`src/hbdp_pkg.sv`:
```
package hbdp_pkg;

  // Result queue between the last pipeline stage and the master port.
  localparam int OUTQ_DEPTH = 4;
  localparam int OUTQ_AW    = 2;
  localparam int OUTQ_CW    = 3;

  // Input transfer layout: pc, target, outcome, zero padding to whole bytes.
  localparam int IN_TDATA_W  = 136;
  localparam int OUT_TDATA_W = 8;

  // Entry of the table indexed by the global history: the GAg counter and
  // the three chooser counters live side by side.
  typedef struct packed {
    logic [2:0] glb;
    logic [1:0] clg;
    logic [1:0] cxl;
    logic [1:0] cxg;
  } gsel_t;

  // Everything the training logic needs for one branch.
  typedef struct packed {
    logic [1:0] bim;
    logic [1:0] loc;
    logic [2:0] xr;
    gsel_t      gs;
    logic       taken;
    logic       stat;
  } trn_in_t;

  // New table contents produced by the training logic.
  typedef struct packed {
    logic [1:0] bim;
    logic [1:0] loc;
    logic [2:0] xr;
    gsel_t      gs;
  } trn_upd_t;

  // Prediction bits, static guess in the lowest bit.
  typedef struct packed {
    logic tour;
    logic major;
    logic choice;
    logic xorg;
    logic glb;
    logic loc;
    logic bim;
    logic stat;
  } pred_t;

  // Two-bit signed saturating counter, range -2..1.
  function automatic logic [1:0] sat_step2(logic [1:0] v, logic up);
    logic [1:0] r;
    if (up) begin
      r = (v == 2'b01) ? v : v + 2'd1;
    end else begin
      r = (v == 2'b10) ? v : v - 2'd1;
    end
    return r;
  endfunction

  // Three-bit signed saturating counter, range -4..3.
  function automatic logic [2:0] sat_step3(logic [2:0] v, logic up);
    logic [2:0] r;
    if (up) begin
      r = (v == 3'b011) ? v : v + 3'd1;
    end else begin
      r = (v == 3'b100) ? v : v - 3'd1;
    end
    return r;
  endfunction

  // Chooser moves toward the first component when only it was right, toward
  // the second when only that one was right, and holds otherwise.
  function automatic logic [1:0] chooser_step(logic [1:0] v, logic first_ok, logic second_ok);
    logic [1:0] r;
    if (first_ok == second_ok) begin
      r = v;
    end else begin
      r = sat_step2(v, first_ok);
    end
    return r;
  endfunction

endpackage

```
`src/hbdp_outq.sv`:
```
module hbdp_outq (
  input  logic                            clk_i,
  input  logic                            rst_ni,
  input  logic                            push_i,
  input  hbdp_pkg::pred_t                 push_data_i,
  output logic                            valid_o,
  input  logic                            ready_i,
  output hbdp_pkg::pred_t                 data_o,
  output logic [hbdp_pkg::OUTQ_CW-1:0]    count_o
);

  hbdp_pkg::pred_t                entry_q [hbdp_pkg::OUTQ_DEPTH];
  logic [hbdp_pkg::OUTQ_AW-1:0]   wr_ptr_q, rd_ptr_q;
  logic [hbdp_pkg::OUTQ_CW-1:0]   count_q, count_d;
  logic                           pop;

  assign valid_o = (count_q != '0);
  assign pop     = valid_o && ready_i;
  assign data_o  = entry_q[rd_ptr_q];
  assign count_o = count_q;

  always_comb begin
    count_d = count_q;
    if (push_i && !pop) begin
      count_d = count_q + 1'b1;
    end else if (!push_i && pop) begin
      count_d = count_q - 1'b1;
    end
  end

  always_ff @(posedge clk_i) begin
    if (push_i) begin
      entry_q[wr_ptr_q] <= push_data_i;
    end
  end

  always_ff @(posedge clk_i or negedge rst_ni) begin
    if (!rst_ni) begin
      wr_ptr_q <= '0;
      rd_ptr_q <= '0;
      count_q  <= '0;
    end else begin
      if (push_i) begin
        wr_ptr_q <= wr_ptr_q + 1'b1;
      end
      if (pop) begin
        rd_ptr_q <= rd_ptr_q + 1'b1;
      end
      count_q <= count_d;
    end
  end

endmodule

```
`config.mk`:
```
export PLATFORM = sky130hd
export DESIGN_NAME = hbdp_outq
export DESIGN_NICKNAME = d
export VERILOG_FILES = /design/src/hbdp_pkg.sv /design/src/hbdp_outq.sv
export SDC_FILE = /design/constraint.sdc
export NUM_CORES = 1
export LEC_CHECK = 0
export BUFFER_PORTS_ARGS = -buffer_cell sky130_fd_sc_hd__buf_2
export CORE_UTILIZATION = 35
export DETAILED_ROUTE_END_ITERATION = 7
export GPL_TIMING_DRIVEN = 0
export PLACE_DENSITY_LB_ADDON = 0.12
export REMOVE_ABC_BUFFERS = 1
export SLEW_MARGIN = 20
export SYNTH_ARGS = -nofsm -noshare
export SYNTH_HDL_FRONTEND = slang
export SYNTH_SLANG_ARGS = --single-unit
```
`constraint.sdc`:
```
create_clock -name clk_i -period 2.8 [get_ports clk_i]
set_input_delay 0.28 -clock clk_i [delete_from_list [all_inputs] [get_ports clk_i]]
set_output_delay 0.28 -clock clk_i [all_outputs]
set_load 0.02 [all_outputs]
```
; ---- Word level (Yosys, flattened, before mapping)
; Memory sizes are Yosys's and may differ from the RTL's.
; Cells that the tools add are included.
[totals]
regBits = 7
ram_bits = 32
output_inout_bits = 12
mem_count = 1
[classes]
addsub = 4
muxes = 4
reduce_logical = 7
[memory_table]
columns = name, depth, word_bits, read_ports, rd_ports_with_merged_regs, wr, line_no
row1 = entry_q, 4, 8, 1, 0, 1, hbdp_outq.sv:12  ; hbdp_pkg::pred_t entry_q [hbdp_pkg::OUTQ_DEPTH];
[ops]
columns = op, count
row1 = two-way mux 3 bit, 2
row2 = "adder 2 x 1 -> 2 bit, second input constant", 2
row3 = "adder 3 x 1 -> 3 bit, second input constant", 1
row4 = logical AND 1 bit, 3
row5 = nonzero test 3 bit, 1
row6 = "subtractor 3 x 1 -> 3 bit, second input constant", 1
row7 = zero test 1 bit, 2
row8 = two-way mux 1 bit, 2
row9 = nonzero test 2 bit, 1

; ---- Longest topological paths before layout
[depth]
word_depth = 5
depth_mapped = 8

; ---- Worst setup path before layout
; No wires, ideal clock.
[synth_path]
path_kind = flip-flop to flip-flop
startpoint = register count_q, in the netlist count_o[0]
endpoint = register count_q, in the netlist count_o[2]
arrival_time_ns = 2.012
setup_slack_ns = 0.708
stages_incl_launch_ff = 9
path_cell_list = dfrtp_1 or3_4 nand2_4 ha_1 inv_1 fa_1 xor2_1 nor2_1 xor2_1
[synth_between]
elab_chain_cells = 5
[synth_lines]
columns = item, line_no
row1 = start: declaration, hbdp_outq.sv:14  ; logic [hbdp_pkg::OUTQ_CW-1:0] count_q, count_d;
row2 = start signal: assignment, hbdp_outq.sv:49  ; count_q <= count_d;
row3 = nonzero test 3 bit *, hbdp_outq.sv:17  ; assign valid_o = (count_q != '0);
row4 = via valid_o, hbdp_outq.sv:6  ; output logic valid_o,
row5 = logical AND 1 bit *, hbdp_outq.sv:18  ; assign pop = valid_o && ready_i;
row6 = zero test 1 bit, hbdp_outq.sv:24  ; if (push_i && !pop) begin
row7 = logical AND 1 bit, hbdp_outq.sv:24
row8 = two-way mux 3 bit / nonzero test 2 bit (equally long branches), n/a
; Mark *: on every way through the listed nets, which the timed path passes. The rest lies on a longest branch. The select of a mux whose other input is x is not followed.
; A chain may end at the register's enable or synchronous reset.

==> metrics.yaml <==
status: "completed"
ir_drop_mv: 0.4084
crit_chain: "mux4_2, buf_2"
routed_wl_mm: 2.398
pwr-share-clk_pct: 18.8
firstDrtPassIters: 4
setup_violations: 0
grt_max_degree: 12
row_count: 23
total_power_uw: 1870
fin_setup_tns_ns: 0
r2r_end: "count_o[2]"
switching_share_pct: 33.66
crit_fanout: 10
syn_avg_cell_area_sq_um: 20.80
combPwrFrac_pct: 32.6
die_area_sq_um: 4729
max_cap_violations: 0
grt_pass1_wl_mm: 3.864
slew_viol_final: 0
regToRegSetupSlack_ns: 0.74
ant_nets: 0
gp_congestion: 0.6151
fin_area_sq_um: 1813
die_h_microns: 68.77
grt_remaining_overflow: 0
clock_sinks: 39
grt_use_total_pct: 12.67
synth_compound_area_share_pct: 0.3208
power.leakage_uw: 0.0006745
utilization_pct: 43.75
clock_tree.root_cell: "clkbuf_8"
port_buffers: 23
hold_path_class: "primary input to flop"
cpPeakStageDelay_ns: 0.76
synth_xor_area_share_pct: 3.368
cts_resized: 0
rsz0062_at_grt: "false"
ys_warn_count: 0
slowest_stage: "dfrtp_1"
pwr-share-seq_pct: 48.6
antenna_cells: 0
powerDensity_nw_per_um2: 1031
reg2reg_from: "count_o[0]"
coreArea_sq_um: 4144
arrival_ns: 1.81
routedWlPerCell_microns: 15.47
tightest_slew_ns: 0.6427
clock_latency_ns: 0.28
slew_headroom_pct: 57.15
critPathCaptureType: "output pin"
fin_nets: 122
start_util_pct: 37.65
yosys.area_share.simple_pct: 4.170
hold_viol_final: 0
postSynthRegisterBits: 39
worstSetupEndpoint: "data_o[0]"
die_w_microns: 68.77
fmax_mhz: 479.0
required_ns: 2.52
yosysSeqAreaShare_pct: 72.81
finClkSkew_ns: 0.003927
crit_start: "rd_ptr_q[0]"
synthToLayoutAreaGrowth_pct: 16.20
vias: 717
post_cts_buffers: 0
routed_via_density: 4.626
cts_made_buffers: 5
cp-start-kind: "flop"
fin_crit_sh_pct: 74.55
dpl-instance-area_sq_um: 1722
yosysUniqueCellTypes: 18
crit_type: "flop to output pin"
syn_inst: 75
clockBufferDepth: 2
h-tree-depth: 2
synth_top_family_by_area: "multiplexers"
drtIter0Drc: 28
rr_worst_depth: 8
ios: 24
cts_tree: "yes"
layout-drive-gt1-share_pct: 39.05
drc: 0
grt_pass1_vias: 808
fin_crit_ns: 2.088
power.switching_uw: 629.4
internal_power_uw: 1240
antenna_found_initial: 0
syn_area_sq_um: 1560
clk_pin_slew_worst_paths_ns: 0.07
postCtsHoldBufs: 1
synthMuxAreaShare_pct: 12.27
synth_adder_area_share_pct: 5.293
==> layout by cell type, fill, tap and decap left out, drive strengths merged <==
cell,netlist,final
xor2,3,3
edfxtp,32,32
nand3,1,1
dlygate4sd3,0,1
nand2,2,2
or3,1,1
clkinv,0,1
ha,5,5
inv,3,3
mux2,1,1
buf,1,23
dfrtp,7,7
xnor2,3,3
fa,1,1
mux4,8,8
o21ai,1,1
and2,4,4
nor2,1,1
clkbuf,1,7
==> cells by family (layout without fill, tap and decap cells) <==
kind of cell    Yosys count  count (layout)
compound gates            1               1
flops                    39              39
buf+inv                   5              35
mux                       9               9
fa+ha+maj                 6               6
xor+xnor                  6               6
simple gates              9               9
==> sequential cells by signal, summed over array words and instances (netlist names) <==
register / count
entry_q: 32
count_o: 3
rd_ptr_q: 2
wr_ptr_q: 2
==> routing by layer <==
layer | vias up | global-route usage (%) | wire length [microns]
met4 | 0 | 8.418 | 42
met5 | - | 0 | 0
met1 | 356 | 14.52 | 1022
met2 | 15 | 20.34 | 1244
met3 | 4 | 3.947 | 88
li1 | 342 | - | -
==> area by class of cell <==
type / instances / area (sq um)
fillers: 379 / 2331
clock buffers: 7 / 76.32
multi-input cells: 31 / 396.6
repair buffers: 24 / 125.1
flip-flops and latches: 39 / 1136
clock inverters: 1 / 5.005
inverters: 3 / 11.26
well taps: 50 / 62.56
==> Yosys cell counts (all sizes together) <==
| cell type | instances | area share (%) |
|---|---|---|
| dfrtp | 7 | 11 |
| xnor2 | 3 | 1.7 |
| and2 | 4 | 1.6 |
| inv | 3 | 0.72 |
| mux2 | 1 | 0.72 |
| mux4 | 8 | 12 |
| nand3 | 1 | 0.64 |
| clkbuf | 1 | 0.32 |
| xor2 | 3 | 1.7 |
| nand2 | 2 | 0.96 |
| buf | 1 | 0.72 |
| ha | 5 | 4.0 |
| fa | 1 | 1.3 |
| edfxtp | 32 | 62 |
| or3 | 1 | 0.72 |
| nor2 | 1 | 0.24 |
| o21ai | 1 | 0.32 |
==> per-stage QoR <==
step	setup slack (ns)	hold WS, ns	instances
floorplan	0.7083	-0.01559	73
global placement	0.7744	0.1249	146
detailed placement	0.7481	0.1209	146
CTS	0.6489	0.1972	155
global route	0.5646	0.1940	155
finish	0.7125	0.2069	155
==> power by group through the flow <==
stage               clock (uW)  sequential (uW)  combinational [uW]
finish                     351              910                 609
global route               392              937                 682
CTS                        365              918                 626
detailed placement           0              931                 623
global placement             0              921                 609
floorplan                    0              915                 424
==> how the worst min path moves through the flow <==
stage	start	end	slack [ns]	depth (start not counted)
3_5_place_dp	rst_ni	count_o[1]	0.12	1
4_1_cts	push_data_i[3]	entry_q[0][3]	0.20	1
5_1_grt	push_data_i[2]	entry_q[2][2]	0.19	1
3_3_place_gp	rst_ni	count_o[1]	0.12	1
6_report	push_data_i[2]	entry_q[3][2]	0.21	1
2_1_floorplan	rst_ni	count_o[0]	-0.02	0
==> critical path: cells and delay by family, from the launching register on <==
family                 cells  cell delay, ns
DFF                        1            0.76
muxes                      1            0.59
buffers and inverters      1            0.17
(Power assumes the default switching activity.)
