**src/hbdp_pkg.sv**
```systemverilog
package hbdp_pkg;

  // Result queue between the last pipeline stage and the master port.
  localparam int OUTQ_DEPTH = 4;
  localparam int OUTQ_AW    = 2;
  localparam int OUTQ_CW    = 3;

  // Input transfer layout: pc, target, outcome, zero padding to whole bytes.
  localparam int IN_TDATA_W  = 136;
  localparam int OUT_TDATA_W = 8;

  // Entry of the table indexed by the global history: the GAg counter and
  // the three chooser counters live side by side.
  typedef struct packed {
    logic [2:0] glb;
    logic [1:0] clg;
    logic [1:0] cxl;
    logic [1:0] cxg;
  } gsel_t;

  // Everything the training logic needs for one branch.
  typedef struct packed {
    logic [1:0] bim;
    logic [1:0] loc;
    logic [2:0] xr;
    gsel_t      gs;
    logic       taken;
    logic       stat;
  } trn_in_t;

  // New table contents produced by the training logic.
  typedef struct packed {
    logic [1:0] bim;
    logic [1:0] loc;
    logic [2:0] xr;
    gsel_t      gs;
  } trn_upd_t;

  // Prediction bits, static guess in the lowest bit.
  typedef struct packed {
    logic tour;
    logic major;
    logic choice;
    logic xorg;
    logic glb;
    logic loc;
    logic bim;
    logic stat;
  } pred_t;

  // Two-bit signed saturating counter, range -2..1.
  function automatic logic [1:0] sat_step2(logic [1:0] v, logic up);
    logic [1:0] r;
    if (up) begin
      r = (v == 2'b01) ? v : v + 2'd1;
    end else begin
      r = (v == 2'b10) ? v : v - 2'd1;
    end
    return r;
  endfunction

  // Three-bit signed saturating counter, range -4..3.
  function automatic logic [2:0] sat_step3(logic [2:0] v, logic up);
    logic [2:0] r;
    if (up) begin
      r = (v == 3'b011) ? v : v + 3'd1;
    end else begin
      r = (v == 3'b100) ? v : v - 3'd1;
    end
    return r;
  endfunction

  // Chooser moves toward the first component when only it was right, toward
  // the second when only that one was right, and holds otherwise.
  function automatic logic [1:0] chooser_step(logic [1:0] v, logic first_ok, logic second_ok);
    logic [1:0] r;
    if (first_ok == second_ok) begin
      r = v;
    end else begin
      r = sat_step2(v, first_ok);
    end
    return r;
  endfunction

endpackage

```
**src/hbdp_train.sv**
```systemverilog
module hbdp_train (
  input  hbdp_pkg::trn_in_t  trn_i,
  output hbdp_pkg::pred_t    pred_o,
  output hbdp_pkg::trn_upd_t upd_o
);

  logic p_loc, p_glb, p_xor, lg_local;
  logic loc_ok, glb_ok, xor_ok;

  // A counter predicts taken when it is non-negative.
  assign p_loc    = ~trn_i.loc[1];
  assign p_glb    = ~trn_i.gs.glb[2];
  assign p_xor    = ~trn_i.xr[2];
  assign lg_local = ~trn_i.gs.clg[1];

  assign loc_ok = (p_loc == trn_i.taken);
  assign glb_ok = (p_glb == trn_i.taken);
  assign xor_ok = (p_xor == trn_i.taken);

  always_comb begin
    pred_o.stat   = trn_i.stat;
    pred_o.bim    = ~trn_i.bim[1];
    pred_o.loc    = p_loc;
    pred_o.glb    = p_glb;
    pred_o.xorg   = p_xor;
    pred_o.choice = lg_local ? p_loc : p_glb;
    pred_o.major  = (p_loc & p_glb) | (p_loc & p_xor) | (p_glb & p_xor);
    if (lg_local) begin
      pred_o.tour = (~trn_i.gs.cxl[1]) ? p_xor : p_loc;
    end else begin
      pred_o.tour = (~trn_i.gs.cxg[1]) ? p_xor : p_glb;
    end
  end

  always_comb begin
    upd_o.bim    = hbdp_pkg::sat_step2(trn_i.bim, trn_i.taken);
    upd_o.loc    = hbdp_pkg::sat_step2(trn_i.loc, trn_i.taken);
    upd_o.xr     = hbdp_pkg::sat_step3(trn_i.xr, trn_i.taken);
    upd_o.gs.glb = hbdp_pkg::sat_step3(trn_i.gs.glb, trn_i.taken);
    upd_o.gs.clg = hbdp_pkg::chooser_step(trn_i.gs.clg, loc_ok, glb_ok);
    upd_o.gs.cxl = hbdp_pkg::chooser_step(trn_i.gs.cxl, xor_ok, loc_ok);
    upd_o.gs.cxg = hbdp_pkg::chooser_step(trn_i.gs.cxg, xor_ok, glb_ok);
  end

endmodule

```
**config.mk**
```make
export PLATFORM = sky130hd
export DESIGN_NAME = hbdp_train
export DESIGN_NICKNAME = d
export VERILOG_FILES = /design/src/hbdp_pkg.sv /design/src/hbdp_train.sv
export SDC_FILE = /design/constraint.sdc
export NUM_CORES = 1
export LEC_CHECK = 0
export BUFFER_PORTS_ARGS = -buffer_cell sky130_fd_sc_hd__clkbuf_2
export CAP_MARGIN = 25
export CORE_UTILIZATION = 48
export DETAILED_ROUTE_END_ITERATION = 12
export GPL_ROUTABILITY_DRIVEN = 1
export GPL_TIMING_DRIVEN = 0
export PLACE_DENSITY = 0.95
export SYNTH_ARGS = -nofsm -noshare
export SYNTH_HDL_FRONTEND = slang
export SYNTH_SLANG_ARGS = --single-unit
```
**constraint.sdc**
```tcl
create_clock -name vclk -period 1.4
set_input_delay 0.14 -clock vclk [all_inputs]
set_output_delay 0.14 -clock vclk [all_outputs]
set_load 0.05 [all_outputs]
```
# Word-level counts from Yosys, hierarchy flattened
# Index checks and enable logic that the tools add are counted.
# word_totals
elab_cells	71
register_bits	0
inputBits	18
out_inout_bits	24
# classes
bitwise	9
addsub	14
mux	28
eq_ne	20
# op_table
cell	n
$mux 2	18
$mux 3	6
$add 2x1->2 const B	5
$eq 2x1->1 const B	5
$eq 2x2->1 const B	5
$sub 2x1->2 const B	5
$add 3x1->3 const B	2
$eq 1x1->1	6
$eq 3x2->1 const B	2
$eq 3x3->1 const B	2
$sub 3x1->3 const B	2
$mux 1	4
$not 1->1	4
$and 1x1->1	3
$or 1x1->1	2

# Depth between registers and ports, before layout
# logic_depth
ltp_word	4
mapped_depth	5

# Worst setup path after synthesis
# OpenSTA, ideal clock, no wires.
# synth_path
path_kind	input-to-output
start	input port trn_i[1] (netlist name)
end	output port upd_o[11] (netlist name)
stages	5
slack_ns	-0.440
n_path_buf	2
arrival_time_ns	1.700
t_required_ns	1.260
cell_sequence	buf_6 -> buf_6 -> inv_2 -> a21oi_1 -> a211oi_1
# synth_rtl
element	line_no	rtl
start: declaration	hbdp_train.sv:2	input hbdp_pkg::trn_in_t trn_i,
end: declaration	hbdp_train.sv:4	output hbdp_pkg::trn_upd_t upd_o

==> Flow_metrics.wiki <==
{| class="wikitable"
! Metric !! Value
|-
| Most area-hungry cell type in the Yosys netlist || sky130_fd_sc_hd__ha_1
|-
| Arr. time, crit path || 1.23 ns
|-
| Layout overhead on the synthesized area || 46.3%
|-
| Biggest fanout along the worst timing path || 3
|-
| Final-layout setup total negative slack || 0 ns
|-
| Per-instance average area after synthesis || 7.03 sq um
|-
| Clock buf count || 0
|-
| Critical Path RT || 1.26 ns
|-
| Worst path setup slack after routing || 0.0315 ns
|-
| Nets in the synthesized netlist || 135
|-
| Diode insertion count for antenna repair || 0
|-
| Placement row count || 14
|-
| Final setup violation count || 0
|-
| Nature of the critical path startpoint || primary input
|-
| Unrepaired setup endpoints after global routing || yes
|-
| GRT Total Usage || 22.9%
|-
| Routed Wire Length || 2120 um
|-
| Post-synthesis cell area || 781 sq um
|-
| Tightest Pin Transition || 0.376 ns
|-
| Share of final-layout standard cells stronger than drive strength 1 || 47.0%
|-
| Die Area || 0.00179 sq mm
|-
| Initial core utilization || 51.8%
|-
| Peak supply drop || 0.319 mV
|-
| Final estimated routing congestion in global placement || 0.851
|-
| Yosys warning total || 0
|-
| Count of endpoints failing hold in the final timing report || 0
|-
| Final clock period utilization by the worst path || 97.8%
|-
| Number of filler cells placed in the layout || 111
|-
| Share of Yosys cell area claimed by the top area cell type || 9.62%
|-
| Post-CTS Hold Fix Bufs || 0
|-
| Leading cell types by total area after synthesis || sky130_fd_sc_hd__ha_1, sky130_fd_sc_hd__buf_6, sky130_fd_sc_hd__maj3_1
|-
| Commonest cells after routing, fill and taps aside || sky130_fd_sc_hd__clkbuf_2, sky130_fd_sc_hd__inv_1, sky130_fd_sc_hd__nand2_1, sky130_fd_sc_hd__buf_4, sky130_fd_sc_hd__a21oi_1
|-
| Remaining antenna violation count after routing || 0
|-
| Remaining Overflow, GRT || 0
|-
| First-pass GRT wire length || 3440 um
|-
| Floorplan core area || 0.00151 sq mm
|-
| Num sequential || 0
|-
| Chip width || 42.3 um
|-
| Worst rel slew slack || 74.6%
|-
| Sequential cell area || 0 sq um
|-
| Endpoint type of the worst setup path || output pin
|-
| PD cells || 545 mW/mm^2
|-
| Hold endpoint || pred_o[0]
|-
| Maximum number of pins on one net before global-route repair || 11
|-
| DPL Wire Length || 1580 um
|-
| Post-layout minimum cycle time || 1.37 ns
|-
| MaxCap Viol Count || 0
|-
| Total Nets Final || 175
|-
| Worst hold path cell count || 2
|-
| Area of the multi-input gates || 706 sq um
|-
| Number of global-route vias before repair || 834
|-
| Initial DRT Pass Iterations || 4
|-
| Final Slew Violations || 0
|-
| Via/cell ratio || 5.69
|-
| Drt wl/cell || 12.8 um
|-
| Start point of the worst hold path || trn_i[0]
|-
| Status || completed
|-
| Number of vias in the routed layout || 939
|-
| Unique masters post-synth || 40
|-
| Achievable frequency || 731 MHz
|-
| Hold Path Class || in -> out
|-
| Number of antenna violations at the first check in global routing || 0
|-
| Num ports || 42
|-
| I/O Buffers || 37
|-
| Place WS || -0.142 ns
|-
| Post-detailed-route DRC marker count || 0
|-
| Most frequent standard cell in the layout excluding fill and tap cells || sky130_fd_sc_hd__clkbuf_2
|-
| Portion of the post-synthesis area used by sequential elements || 0%
|-
| Leakage power figure || 0.000559 uW
|-
| Chip height || 42.3 um
|-
| Setup Crit Path Kind || in -> out
|-
| Initial DRC Count || 12
|-
| Post-Synthesis Cells || 111
|}
[power by group]
part	internal, uW	switching (uW)	total [uW]
Sequential	0	0	0
Combinational	216	407	623
Clock	0	0	0
[worst max path at each step]
| stage | start | to | slack (ns) |
|---|---|---|---|
| floorplan | trn_i[1] | upd_o[11] | 0.03 |
| CTS | trn_i[12] | upd_o[10] | -0.001 |
| global route | trn_i[8] | upd_o[7] | -0.02 |
| finish | trn_i[11] | upd_o[10] | 0.03 |
| global placement | trn_i[11] | upd_o[10] | -0.11 |
| detailed placement | trn_i[11] | upd_o[10] | -0.14 |
[repair_timing]
item / in CTS / in global routing
setup endpoints to repair: 3 / 4
pin swaps: 3 / 4
gates cloned: 0 / 0
buffers inserted: 0 / 1
gates resized for setup: 13 / 12
[area by class of cell]
class              instances  area share, %
plain buffers             14           9.97
inverters                 13           4.93
multi-input cells         84           61.8
repair buffers            38           21.6
well taps                 16           1.75
[Yosys cell counts (2+ instances only)]
cell type,count
sky130_fd_sc_hd__o21ai_1,2
sky130_fd_sc_hd__xor2_1,2
sky130_fd_sc_hd__a221oi_2,2
sky130_fd_sc_hd__nor2_1,5
sky130_fd_sc_hd__nand3_1,3
sky130_fd_sc_hd__nand3b_1,4
sky130_fd_sc_hd__inv_2,3
sky130_fd_sc_hd__buf_2,4
sky130_fd_sc_hd__a21oi_1,8
sky130_fd_sc_hd__inv_1,10
sky130_fd_sc_hd__o22ai_1,4
sky130_fd_sc_hd__maj3_1,5
sky130_fd_sc_hd__and3b_1,3
sky130_fd_sc_hd__o211a_1,2
sky130_fd_sc_hd__xnor2_1,3
sky130_fd_sc_hd__nand2_1,8
sky130_fd_sc_hd__buf_4,5
sky130_fd_sc_hd__nor3b_1,2
sky130_fd_sc_hd__buf_6,5
sky130_fd_sc_hd__ha_1,6
sky130_fd_sc_hd__nor2b_1,2
sky130_fd_sc_hd__nand2b_1,2
sky130_fd_sc_hd__a21boi_0,2
sky130_fd_sc_hd__a211oi_1,3
[worst max-delay path, cell delays in order]
cell	delay, ns
sky130_fd_sc_hd__clkbuf_16	0.11
sky130_fd_sc_hd__inv_6	0.03
sky130_fd_sc_hd__ha_4	0.24
sky130_fd_sc_hd__or2_1	0.11
sky130_fd_sc_hd__a21oi_1	0.06
sky130_fd_sc_hd__or3_4	0.37
sky130_fd_sc_hd__buf_8	0.16
[cell families after synthesis]
| kind of cell | Yosys count | synth area share [%] |
|---|---|---|
| xor+xnor | 5 | 5.61 |
| mux | 1 | 1.28 |
| buf+inv | 27 | 20.8 |
| compound gates | 31 | 29.6 |
| simple gates | 36 | 26.6 |
| fa+ha+maj | 11 | 16.0 |
[stage by stage]
step	instance area (sq um)	std cells	utilization (%)	total power, uW	hold slack [ns]
after CTS	1110	164	73.8	600	0.608
after floorplan	838	111	-	455	0.395
after global routing	1140	165	75.8	658	0.612
after global placement	1040	164	69.3	559	0.609
final	1140	165	75.8	623	0.607
after detailed placement	1040	164	69.3	571	0.608
[per-layer routing]
metal	vias to the layer above	wire length, um	GRT usage [%]
met3	2	81	0
met1	430	925	28.5
met5	-	0	0
li1	476	-	-
met4	0	17	0.625
met2	31	1090	45.8
(Power assumes the default switching activity.)
